<file path="src/rtl/pdm_pkg.sv">
// Shared types and constants for the PCM downmix nibble packer.
package pdm_pkg;

    localparam int LANES        = 8;
    localparam int MAX_CHANNELS = 8;
    localparam int SAMPLE_W     = 16;
    localparam int SUM_W        = 19;
    localparam int CNT_W        = 4;
    localparam int DIV_STEPS    = 19;
    localparam int DIV_CNT_W    = 5;
    localparam int MERGE_LAT    = 3;
    localparam int MERGE_CNT_W  = 2;

    localparam logic [7:0] ZERO_SUB = 8'h11;

    typedef logic signed [SAMPLE_W-1:0] t_sample;

    typedef struct packed {
        logic signed [15:0] chan0_sample;
        logic signed [15:0] chan1_sample;
        logic signed [15:0] chan2_sample;
        logic signed [15:0] chan3_sample;
        logic signed [15:0] chan4_sample;
        logic signed [15:0] chan5_sample;
        logic signed [15:0] chan6_sample;
        logic signed [15:0] chan7_sample;
        logic               final_frame;
    } t_in;

    typedef struct packed {
        logic [7:0] packed_byte;
        logic       end_marker;
    } t_out;

    typedef enum logic [2:0] {
        S_IDLE,
        S_SUM,
        S_START,
        S_DIV,
        S_PACK,
        S_TERM
    } t_state;

endpackage

</file>
<file path="src/rtl/pcm_downmix_4bit_packer_top.sv">
// Top level of the PCM downmix 4-bit packer: lanes, merge tree, divider, packer.
//
// Channel | Direction | Signals                              | Beat taken when
// --------+-----------+--------------------------------------+------------------------------
// in      | in        | i_in_valid, i_in_data, o_in_stall    | i_in_valid && !o_in_stall
// out     | out       | o_out_valid, o_out_data, i_out_stall | o_out_valid && !i_out_stall
// cfg     | in        | i_cfg_we, i_cfg_data                 | i_cfg_we
//
// Each frame is loaded into the lanes, summed in the adder tree, launched into the
// divider, divided (19 quotient bits one a cycle, then done) and packed; the next
// frame is taken only back in idle. A final frame adds a terminator beat.
// Reset (synchronous, active low) clears the pair state and the output
// valid flag and sets the channel count to 2. A stalled output holds its beat;
// the next frame is still taken while one beat waits in the output register.
module pcm_downmix_4bit_packer_top (
    input  logic                      i_clk,
    input  logic                      i_rst_n,
    input  logic                      i_in_valid,
    input  pdm_pkg::t_in              i_in_data,
    output logic                      o_in_stall,
    output logic                      o_out_valid,
    output pdm_pkg::t_out             o_out_data,
    input  logic                      i_out_stall,
    input  logic                      i_cfg_we,
    input  logic [pdm_pkg::CNT_W-1:0] i_cfg_data
);

    pdm_pkg::t_state r_state, n_state;

    logic [pdm_pkg::CNT_W-1:0]       r_chan_cnt;
    logic [pdm_pkg::MERGE_CNT_W-1:0] r_cnt;
    logic                            r_final;
    logic                            r_half;
    logic [3:0]                      r_low;
    logic                            r_out_valid;
    pdm_pkg::t_out                   r_out_data;

    // Effective channel count: zero acts as one, above the limit saturates.
    logic [pdm_pkg::CNT_W-1:0] w_nch;
    pdm_pkg::t_sample [pdm_pkg::LANES-1:0] w_in_samples;
    pdm_pkg::t_sample [pdm_pkg::LANES-1:0] w_lane_out;
    logic signed [pdm_pkg::SUM_W-1:0] w_sum;
    logic                             w_div_done;
    logic signed [15:0]               w_mean;
    logic [3:0]                       w_level;
    logic [7:0]                       w_byte_raw;
    logic [7:0]                       w_byte;

    logic w_lane_load;
    logic w_div_start;
    logic w_out_free;
    logic w_emit;
    logic w_hold;
    logic w_pack_load;
    logic w_term_load;

    assign w_nch = (r_chan_cnt == '0) ? pdm_pkg::CNT_W'(1)
                 : (r_chan_cnt > pdm_pkg::CNT_W'(pdm_pkg::MAX_CHANNELS))
                   ? pdm_pkg::CNT_W'(pdm_pkg::MAX_CHANNELS) : r_chan_cnt;

    assign w_in_samples[0] = i_in_data.chan0_sample;
    assign w_in_samples[1] = i_in_data.chan1_sample;
    assign w_in_samples[2] = i_in_data.chan2_sample;
    assign w_in_samples[3] = i_in_data.chan3_sample;
    assign w_in_samples[4] = i_in_data.chan4_sample;
    assign w_in_samples[5] = i_in_data.chan5_sample;
    assign w_in_samples[6] = i_in_data.chan6_sample;
    assign w_in_samples[7] = i_in_data.chan7_sample;

    // Channel lanes
    for (genvar k = 0; k < pdm_pkg::LANES; k++) begin : g_lane
        pdm_lane u_lane (
            .i_clk    (i_clk),
            .i_load   (w_lane_load),
            .i_active (pdm_pkg::CNT_W'(k) < w_nch),
            .i_sample (w_in_samples[k]),
            .o_sample (w_lane_out[k])
        );
    end

    pdm_merge u_merge (
        .i_clk   (i_clk),
        .i_lanes (w_lane_out),
        .o_sum   (w_sum)
    );

    pdm_div u_div (
        .i_clk      (i_clk),
        .i_rst_n    (i_rst_n),
        .i_start    (w_div_start),
        .i_dividend (w_sum),
        .i_divisor  (w_nch),
        .o_done     (w_div_done),
        .o_quotient (w_mean)
    );

    // floor(mean / 4096) + 8, kept to 4 bits: flip the sign bit of mean[15:12].
    assign w_level    = {~w_mean[15], w_mean[14:12]};
    assign w_byte_raw = r_half ? {w_level, r_low} : {w_level, w_level};
    assign w_byte     = (w_byte_raw == '0) ? pdm_pkg::ZERO_SUB : w_byte_raw;

    assign w_out_free = !r_out_valid || !i_out_stall;
    assign w_emit     = r_half || r_final;

    // Next state
    always_comb begin
        n_state = r_state;
        case (r_state)
            pdm_pkg::S_IDLE: begin
                if (i_in_valid) n_state = pdm_pkg::S_SUM;
            end
            pdm_pkg::S_SUM: begin
                if (r_cnt == pdm_pkg::MERGE_CNT_W'(pdm_pkg::MERGE_LAT - 1)) begin
                    n_state = pdm_pkg::S_START;
                end
            end
            pdm_pkg::S_START: begin
                n_state = pdm_pkg::S_DIV;
            end
            pdm_pkg::S_DIV: begin
                if (w_div_done) n_state = pdm_pkg::S_PACK;
            end
            pdm_pkg::S_PACK: begin
                if (!w_emit) begin
                    n_state = pdm_pkg::S_IDLE;
                end else if (w_out_free) begin
                    n_state = r_final ? pdm_pkg::S_TERM : pdm_pkg::S_IDLE;
                end
            end
            pdm_pkg::S_TERM: begin
                if (w_out_free) n_state = pdm_pkg::S_IDLE;
            end
            default: n_state = pdm_pkg::S_IDLE;
        endcase
    end

    // State outputs
    always_comb begin
        o_in_stall  = 1'b1;
        w_lane_load = 1'b0;
        w_div_start = 1'b0;
        w_hold      = 1'b0;
        w_pack_load = 1'b0;
        w_term_load = 1'b0;
        case (r_state)
            pdm_pkg::S_IDLE: begin
                o_in_stall  = 1'b0;
                w_lane_load = i_in_valid;
            end
            pdm_pkg::S_START: begin
                w_div_start = 1'b1;
            end
            pdm_pkg::S_PACK: begin
                w_hold      = !w_emit;
                w_pack_load = w_emit && w_out_free;
            end
            pdm_pkg::S_TERM: begin
                w_term_load = w_out_free;
            end
            default: begin
                o_in_stall = 1'b1;
            end
        endcase
    end

    always_ff @(posedge i_clk) begin
        if (!i_rst_n) begin
            r_state     <= pdm_pkg::S_IDLE;
            r_chan_cnt  <= pdm_pkg::CNT_W'(2);
            r_cnt       <= '0;
            r_half      <= 1'b0;
            r_low       <= '0;
            r_out_valid <= 1'b0;
        end else begin
            r_state <= n_state;
            if (i_cfg_we) r_chan_cnt <= i_cfg_data;

            if (r_state == pdm_pkg::S_SUM) begin
                r_cnt <= r_cnt + 1'b1;
            end else begin
                r_cnt <= '0;
            end

            // Pair state: hold first level, clear once the byte goes out.
            if (w_hold) begin
                r_low  <= w_level;
                r_half <= 1'b1;
            end else if (w_pack_load) begin
                r_low  <= '0;
                r_half <= 1'b0;
            end

            if (w_pack_load || w_term_load) begin
                r_out_valid <= 1'b1;
            end else if (!i_out_stall) begin
                r_out_valid <= 1'b0;
            end
        end
    end

    // Payload registers
    always_ff @(posedge i_clk) begin
        if (w_lane_load) r_final <= i_in_data.final_frame;
        if (w_pack_load) begin
            r_out_data.packed_byte <= w_byte;
            r_out_data.end_marker  <= 1'b0;
        end else if (w_term_load) begin
            r_out_data.packed_byte <= '0;
            r_out_data.end_marker  <= 1'b1;
        end
    end

    assign o_out_valid = r_out_valid;
    assign o_out_data  = r_out_data;

    // Divider finishes only while the controller waits for it.
    a_done_in_div: assert property (@(posedge i_clk) disable iff (!i_rst_n)
        w_div_done |-> (r_state == pdm_pkg::S_DIV))
        else $error("divider done outside wait state");

    // A data beat never carries the zero byte reserved for the terminator.
    a_no_zero_data: assert property (@(posedge i_clk) disable iff (!i_rst_n)
        (o_out_valid && !o_out_data.end_marker) |-> (o_out_data.packed_byte != '0))
        else $error("zero data byte");

    // The terminator is always the zero byte.
    a_term_zero: assert property (@(posedge i_clk) disable iff (!i_rst_n)
        (o_out_valid && o_out_data.end_marker) |-> (o_out_data.packed_byte == '0))
        else $error("terminator not zero");

    // Pair state is clear once the final frame's data byte has gone out.
    a_term_clear: assert property (@(posedge i_clk) disable iff (!i_rst_n)
        (r_state == pdm_pkg::S_TERM) |-> !r_half)
        else $error("pending nibble at terminator");

endmodule

</file>
<file path="src/rtl/pdm_lane.sv">
// One channel lane: masks an inactive channel to zero and registers the sample.
module pdm_lane (
    input  logic             i_clk,
    input  logic             i_load,
    input  logic             i_active,
    input  pdm_pkg::t_sample i_sample,
    output pdm_pkg::t_sample o_sample
);

    pdm_pkg::t_sample r_sample;

    always_ff @(posedge i_clk) begin
        if (i_load) begin
            r_sample <= i_active ? i_sample : '0;
        end
    end

    assign o_sample = r_sample;

endmodule

</file>
<file path="src/rtl/pdm_merge.sv">
// Registered three-level adder tree that sums the lane samples.
module pdm_merge (
    input  logic                                   i_clk,
    input  pdm_pkg::t_sample [pdm_pkg::LANES-1:0]  i_lanes,
    output logic signed [pdm_pkg::SUM_W-1:0]       o_sum
);

    logic signed [16:0] r_l1 [4];
    logic signed [17:0] r_l2 [2];
    logic signed [18:0] r_l3;

    always_ff @(posedge i_clk) begin
        for (int k = 0; k < 4; k++) begin
            r_l1[k] <= 17'($signed(i_lanes[2*k])) + 17'($signed(i_lanes[2*k+1]));
        end
        for (int k = 0; k < 2; k++) begin
            r_l2[k] <= 18'(r_l1[2*k]) + 18'(r_l1[2*k+1]);
        end
        r_l3 <= 19'(r_l2[0]) + 19'(r_l2[1]);
    end

    assign o_sum = r_l3;

endmodule

</file>
<file path="src/rtl/pdm_div.sv">
// Bit-serial restoring divider: signed sum by channel count, truncating toward zero.
module pdm_div (
    input  logic                             i_clk,
    input  logic                             i_rst_n,
    input  logic                             i_start,
    input  logic signed [pdm_pkg::SUM_W-1:0] i_dividend,
    input  logic [pdm_pkg::CNT_W-1:0]        i_divisor,
    output logic                             o_done,
    output logic signed [15:0]               o_quotient
);

    logic [pdm_pkg::SUM_W-1:0]     r_quo;
    logic [pdm_pkg::CNT_W-1:0]     r_rem;
    logic [pdm_pkg::CNT_W-1:0]     r_div;
    logic                          r_neg;
    logic                          r_busy;
    logic                          r_done;
    logic [pdm_pkg::DIV_CNT_W-1:0] r_cnt;

    logic [pdm_pkg::SUM_W-1:0] w_mag;
    logic [pdm_pkg::CNT_W:0]   w_trial;
    logic                      w_ge;
    logic [pdm_pkg::SUM_W-1:0] w_signed_q;

    assign w_mag   = i_dividend[pdm_pkg::SUM_W-1]
                     ? pdm_pkg::SUM_W'(~i_dividend + 1'b1)
                     : pdm_pkg::SUM_W'(i_dividend);
    assign w_trial = {r_rem, r_quo[pdm_pkg::SUM_W-1]};
    assign w_ge    = w_trial >= {1'b0, r_div};

    always_ff @(posedge i_clk) begin
        if (!i_rst_n) begin
            r_busy <= 1'b0;
            r_done <= 1'b0;
            r_cnt  <= '0;
        end else begin
            r_done <= 1'b0;
            if (i_start) begin
                r_busy <= 1'b1;
                r_cnt  <= '0;
            end else if (r_busy) begin
                r_cnt <= r_cnt + 1'b1;
                if (r_cnt == pdm_pkg::DIV_CNT_W'(pdm_pkg::DIV_STEPS - 1)) begin
                    r_busy <= 1'b0;
                    r_done <= 1'b1;
                end
            end
        end
    end

    always_ff @(posedge i_clk) begin
        if (i_start) begin
            r_quo <= w_mag;
            r_rem <= '0;
            r_div <= i_divisor;
            r_neg <= i_dividend[pdm_pkg::SUM_W-1];
        end else if (r_busy) begin
            r_quo <= {r_quo[pdm_pkg::SUM_W-2:0], w_ge};
            r_rem <= w_ge ? pdm_pkg::CNT_W'(w_trial - {1'b0, r_div})
                          : w_trial[pdm_pkg::CNT_W-1:0];
        end
    end

    assign w_signed_q = r_neg ? pdm_pkg::SUM_W'(~r_quo + 1'b1) : r_quo;
    assign o_quotient = $signed(w_signed_q[15:0]);
    assign o_done     = r_done;

endmodule

</file>
<file path="config.mk">
export PLATFORM = sky130hd
export DESIGN_NAME = pcm_downmix_4bit_packer_top
export DESIGN_NICKNAME = d
export VERILOG_FILES = /design/src/rtl/pdm_pkg.sv /design/src/rtl/pcm_downmix_4bit_packer_top.sv /design/src/rtl/pdm_lane.sv /design/src/rtl/pdm_merge.sv /design/src/rtl/pdm_div.sv
export SDC_FILE = /design/constraint.sdc
export NUM_CORES = 1
export LEC_CHECK = 0
export BUFFER_PORTS_ARGS = -buffer_cell sky130_fd_sc_hd__buf_2
export CELL_PAD_IN_SITES_DETAIL_PLACEMENT = 1
export CELL_PAD_IN_SITES_GLOBAL_PLACEMENT = 1
export CORE_MARGIN = 2
export CORE_UTILIZATION = 49
export CTS_BUF_LIST = sky130_fd_sc_hd__clkbuf_2 sky130_fd_sc_hd__clkbuf_4 sky130_fd_sc_hd__clkbuf_8
export CTS_CLUSTER_SIZE = 8
export DETAILED_ROUTE_END_ITERATION = 10
export PLACE_DENSITY = 0.87
export SLEW_MARGIN = 20
export SYNTH_ARGS = -nofsm -noshare
export SYNTH_HDL_FRONTEND = slang
export SYNTH_HIERARCHICAL = 1
export SYNTH_SLANG_ARGS = --single-unit
</file>
<file path="constraint.sdc">
create_clock -name i_clk -period 8.35 [get_ports i_clk]
set_input_delay 0.4175 -clock i_clk [delete_from_list [all_inputs] [get_ports i_clk]]
set_output_delay 0.4175 -clock i_clk [all_outputs]
set_load 0.01 [all_outputs]
</file>
==> results of run 1 <==
==> registers in the layout, summed over array words and instances, names as in the netlist, 4 cells and up <==
name,flops
u_div/r_cnt,5
u_div/r_quo,19
r_chan_cnt,4
u_div/r_rem,4
u_merge/r_l1,68
r_low,4
o_out_data,9
u_merge/o_sum,19
u_merge/r_l2,36
u_div/r_div,4
g_lane.u_lane/o_sample,128
==> stage by stage <==
step	power [µW]	setup WS, ps	util, %	hold slack (ps)	cells
floorplan	4830	1450	-	396	1457
global placement	5410	5520	53.3	411	1972
detailed placement	5630	5380	53.3	424	1972
CTS	7110	5340	56.9	3.39	2069
global route	7620	5150	56.9	15.4	2069
finish	7080	5400	56.9	43.2	2070
==> metal layers <==
| metal | share of wire (%) | vias to the layer above | track usage (%) |
|---|---|---|---|
| met3 | 4.0 | 82 | 3.86 |
| met5 | 0.035 | - | 0 |
| met1 | 42 | 5577 | 26.7 |
| met4 | 3.0 | 2 | 8.32 |
| met2 | 51 | 236 | 41.0 |
| li1 | - | 5583 | - |
==> worst max-delay path by stage <==
stage / start / cells past startpoint / end
2_1_floorplan: r_state[0] / 3 / g_lane[0].u_lane/o_sample[0]
3_3_place_gp: r_state[0] / 4 / g_lane[2].u_lane/o_sample[3]
3_5_place_dp: r_state[0] / 4 / g_lane[7].u_lane/o_sample[11]
4_1_cts: r_state[0] / 4 / g_lane[2].u_lane/o_sample[7]
5_1_grt: g_lane[4].u_lane/o_sample[0] / 9 / u_merge/r_l1[2][16]
6_report: r_state[0] / 4 / g_lane[3].u_lane/o_sample[7]
==> worst reg2reg max path, delay by kind of cell (launching register included) <==
kind	cells	cell delay [ps]
buf+inv	2	1520
simple gates	2	550
flops	1	450
==> area by class of cell <==
| type | instances | area [µm²] | share of cell area [%] |
|---|---|---|---|
| inverters | 58 | 218 | 1.21 |
| clock buffers | 93 | 1100 | 6.09 |
| multi-input cells | 1050 | 7600 | 42.1 |
| clock inverters | 4 | 23.8 | 0.132 |
| flip-flops and latches | 311 | 7840 | 43.4 |
| well taps | 402 | 503 | 2.79 |
| diodes | 1 | 2.50 | 0.0139 |
| repair buffers | 151 | 763 | 4.23 |
==> report_power, final <==
group	switching (µW)	total (µW)	internal, µW
Sequential	270	2460	2190
Clock	594	1410	820
Combinational	1850	3210	1360
Total	2710	7080	4370
==> placed cells by master, fill, tap and decap left out, types with 9 or more instances in the layout <==
cell type,n
and2_2,96
mux2i_1,11
nor2_1,100
a21oi_1,104
o21a_1,12
nand2_1,62
nand3_1,31
or2_2,14
buf_2,148
nand4_1,12
nor3_1,21
o31ai_1,10
xor2_1,43
inv_1,58
o21ai_0,50
a21o_1,32
o22ai_1,9
o41ai_1,9
and2_1,36
xnor2_1,68
nor2b_1,27
dfxtp_1,150
edfxtp_1,161
clkbuf_8,64
or3_1,15
ha_1,125
a211oi_1,15
clkbuf_4,29
o21bai_1,13
and3_1,10
==> impl_metrics.ini, run 1 <==
[drt]
drt-total-wl_um = 37200
drc = 0
drt-initial-drc-count = 464
vias_per_cell = 5.55
dr.pass1.iters = 5
wl_per_cell_um = 18.0
vias = 11500
drtAntennaViolNets = 0

[global_route]
grt_max_degree = 83
grt_use_total_pct = 22.6
antenna_found_initial = 3
grt_pass1_wl_um = 61900
globalRoute.totalOverflow = 0
grt_pass1_vias = 12600

[sta]
rsz0062_at_grt = no
setup_viol = 0
maxSlewHeadroom_pct = 32.6
fin_crit_sh_pct = 35.3
fmax_mhz = 339
hold_violations = 0
tightestPinTransition_ps = 1010
clock_skew_ps = 38.3
slew_viol_final = 0
fin_crit_ps = 2950
fin_setup_tns_ps = 0

[critical_path]
rr_worst_depth = 4
reg2reg_slack_ps = 5400
crit_type = flop to flop
slowest_delay_ps = 920
path_buf_inv = 2
endpoint_kind = flop
r2r_end = g_lane[3].u_lane/o_sample[7]
cp.required_ps = 8510
reg2reg_from = r_state[0]
worstPathCellList = or3_1 > nor2_4 > buf_4 > buf_4
cp_max_fo = 82
cpMaxStageDelayCell = buf_4
cp-start-kind = flop
crit_top_cell = buf_4
cp_top_family = buffers and inverters
arrival_ps = 3110

[final_layout]
num-fill-cells = 3444
layout-drive-gt1-share_pct = 22.5
areaGrowthSynthToFinish_pct = 13.9
final_nets = 1896
final_cell_area_mm2 = 0.0180

[clock_network]
tritoncts = built
clock_latency_ps = 580
cts_buffers = 53
postCtsSetupBuffers = 0
cts_resized = 0
path_clk_slew_ps = 60
cts_hold_buf = 0
cts_sinks = 311
htreeDepth = 2
clockRootBuffer = clkbuf_8
cts_buffer_depth = 3

[place]
dpl.hpwl_um = 27200
placed_cell_area_mm2 = 0.0169
portBuffers = 148
place_congestion = 0.805

[synthesis]
avgSynthCellArea_um2 = 10.9
syn_area_mm2 = 0.0158
syn-instance-count = 1451
ys_warn_count = 6

[power_and_ir_drop]
vdd_drop_max_mv = 0.177
power_density_mw_per_mm2 = 392
p_leak_uw = 0.00756

[min_path]
worst_hold_path.endpoint = r_final
hold_start = i_in_data[0]
hp-class = input pin to flop
hold_path_depth = 1

[floorplan]
dieArea_mm2 = 0.0338
core-area_mm2 = 0.0317
ios = 149
initial_core_util_pct = 49.9
die_h_um = 184
rows = 65
die_w_um = 184

[status]
status = complete, no violations

[job]
cap_violations = 0
No activity file was read; power rests on OpenSTA's default activity.
==> inputs of run 2 (changes only) <==
==> constraint.sdc (replaced) <==
create_clock -name i_clk -period 2.83 [get_ports i_clk]
set_input_delay 0.1415 -clock i_clk [delete_from_list [all_inputs] [get_ports i_clk]]
set_output_delay 0.1415 -clock i_clk [all_outputs]
set_load 0.01 [all_outputs]
==> impl_metrics.ini, run 2 (synthesized netlist as in run 1, its figures left out) <==
[status]
status = complete, no violations

[place]
dpl.hpwl_um = 28800
portBuffers = 148
placed_cell_area_mm2 = 0.0170
place_congestion = 0.847

[sta]
fmax_mhz = 364
maxSlewHeadroom_pct = 43.5
fin_crit_sh_pct = 97.0
slew_viol_final = 0
rsz0062_at_grt = yes
fin_crit_ps = 2750
clock_skew_ps = 37.7
timing.hold.ws_ps = 47.8
hold_violations = 0
setup_viol = 0
tightestPinTransition_ps = 846

[floorplan]
ios = 149
core-area_mm2 = 0.0317
die_w_um = 184
die_h_um = 184
rows = 65
initial_core_util_pct = 49.9
dieArea_mm2 = 0.0338

[critical_path]
crit_start = g_lane[0].u_lane/o_sample[0]
crit_path_end = u_merge/r_l1[0][14]
cp.required_ps = 3280
rr_worst_depth = 8
reg2reg_from = g_lane[0].u_lane/o_sample[0]
reg2reg_slack_ps = 80
endpoint_kind = flop
cp-start-kind = flop
r2r_end = u_merge/r_l1[0][14]
crit_type = flop to flop
cp_max_fo = 3
arrival_ps = 3200

[clock_network]
htreeDepth = 2
clock_latency_ps = 610
cts_sinks = 311
cts_buffers = 52
clockRootBuffer = clkbuf_8
cts_buffer_depth = 3
tritoncts = built
path_clk_slew_ps = 70

[drt]
drt-initial-drc-count = 795
wl_met1_um = 18800
wl_met3_um = 2070
drtAntennaViolNets = 0
met2_length_um = 26000
drc = 0
top_layer_used = met5
vias_per_cell = 5.77
drt-total-wl_um = 49100
vias = 12800
dr.pass1.iters = 7
wl_per_cell_um = 22.1

[final_layout]
utilization_pct = 61.6
final_cell_area_mm2 = 0.0195
final_nets = 2046
layout-drive-gt1-share_pct = 21.0
final_cell_mix = 161 x edfxtp_1, 149 x dfxtp_1, 148 x buf_2
largest_reg_flops = 128
areaGrowthSynthToFinish_pct = 23.3
num-fill-cells = 3367
final_common_cell = edfxtp_1

[job]
cap_violations = 0

[power_and_ir_drop]
vdd_drop_max_mv = 0.514
p_leak_uw = 0.00818
power_density_mw_per_mm2 = 1120

[global_route]
grt_pass1_wl_um = 76400
grt_pass1_vias = 14100
globalRoute.totalOverflow = 0
grt_max_degree = 53
antenna_found_initial = 5
grt_use_total_pct = 29.1

[min_path]
hp-class = input pin to flop
hold_start = i_out_stall
-- run 2: cell types whose count changed in the layout (fill, tap and decap cells not counted), sizes merged, moves of 4 or more --
| cell | delta |
|---|---|
| dlygate4sd3 | +142 |
| buf | +9 |
| clkbuf | -9 |
| clkinv | +4 |
-- run 2: what timing repair did --
action	CTS	global route
gates resized for setup	0	4
setup endpoints to repair	0	5
hold endpoints to repair	142	0
hold buffers	142	0
setup buffers	0	0
-- run 2: area by class of cell --
cell class / instances / area, µm² / area share [%]
sequential: 311 / 7840 / 40.1
clock inverter: 10 / 75.1 / 0.384
clock buffer: 84 / 1000 / 5.12
multi-input combinational: 1050 / 7630 / 39.0
inverter: 58 / 218 / 1.11
tap: 402 / 503 / 2.58
antenna: 2 / 5.00 / 0.0256
timing repair buffer: 302 / 2260 / 11.6
-- run 2: worst min-delay path by stage --
stage / end / slack (ps) / depth (start not counted)
after floorplan: r_final / 240 / 0
after global placement: r_final / 350 / 1
after detailed placement: r_final / 350 / 1
after CTS: o_out_data[2] / 40 / 2
after global routing: g_lane[5].u_lane/o_sample[6] / 50 / 3
final: o_out_data[2] / 50 / 2
-- run 2: routing by layer --
layer | global-route usage, % | vias to the layer above
li1 | - | 5877
met1 | 31.6 | 6361
met2 | 55.4 | 424
met3 | 4.64 | 143
met4 | 12.5 | 2
met5 | 0 | -
-- run 2: critical path: stages (launching register included) --
cell and delay (ps):
edfxtp_1 420, ha_1 260, fa_1 420, a21oi_1 270
o21ai_0 230, a21oi_1 240, a21oi_1 150, a2111oi_1 510
nor3_1 110
-- run 2: power breakdown --
| group | internal (µW) | total (µW) | switching, µW | leakage, µW |
|---|---|---|---|---|
| sequential | 6460 | 7350 | 896 | 0.00281 |
| combinational | 4250 | 10200 | 5980 | 0.00479 |
| clock | 2320 | 4230 | 1910 | 0.000574 |
-- run 2: metrics by stage --
step	setup WS, ps	total power [µW]	TNS [ps]	cells
floorplan	-379	14200	-48860	1457
global placement	144	16000	0	1981
detailed placement	56.7	16700	0	1981
CTS	36.2	21100	0	2217
global route	-78.5	23100	-78.5	2219
finish	84.3	21800	0	2219
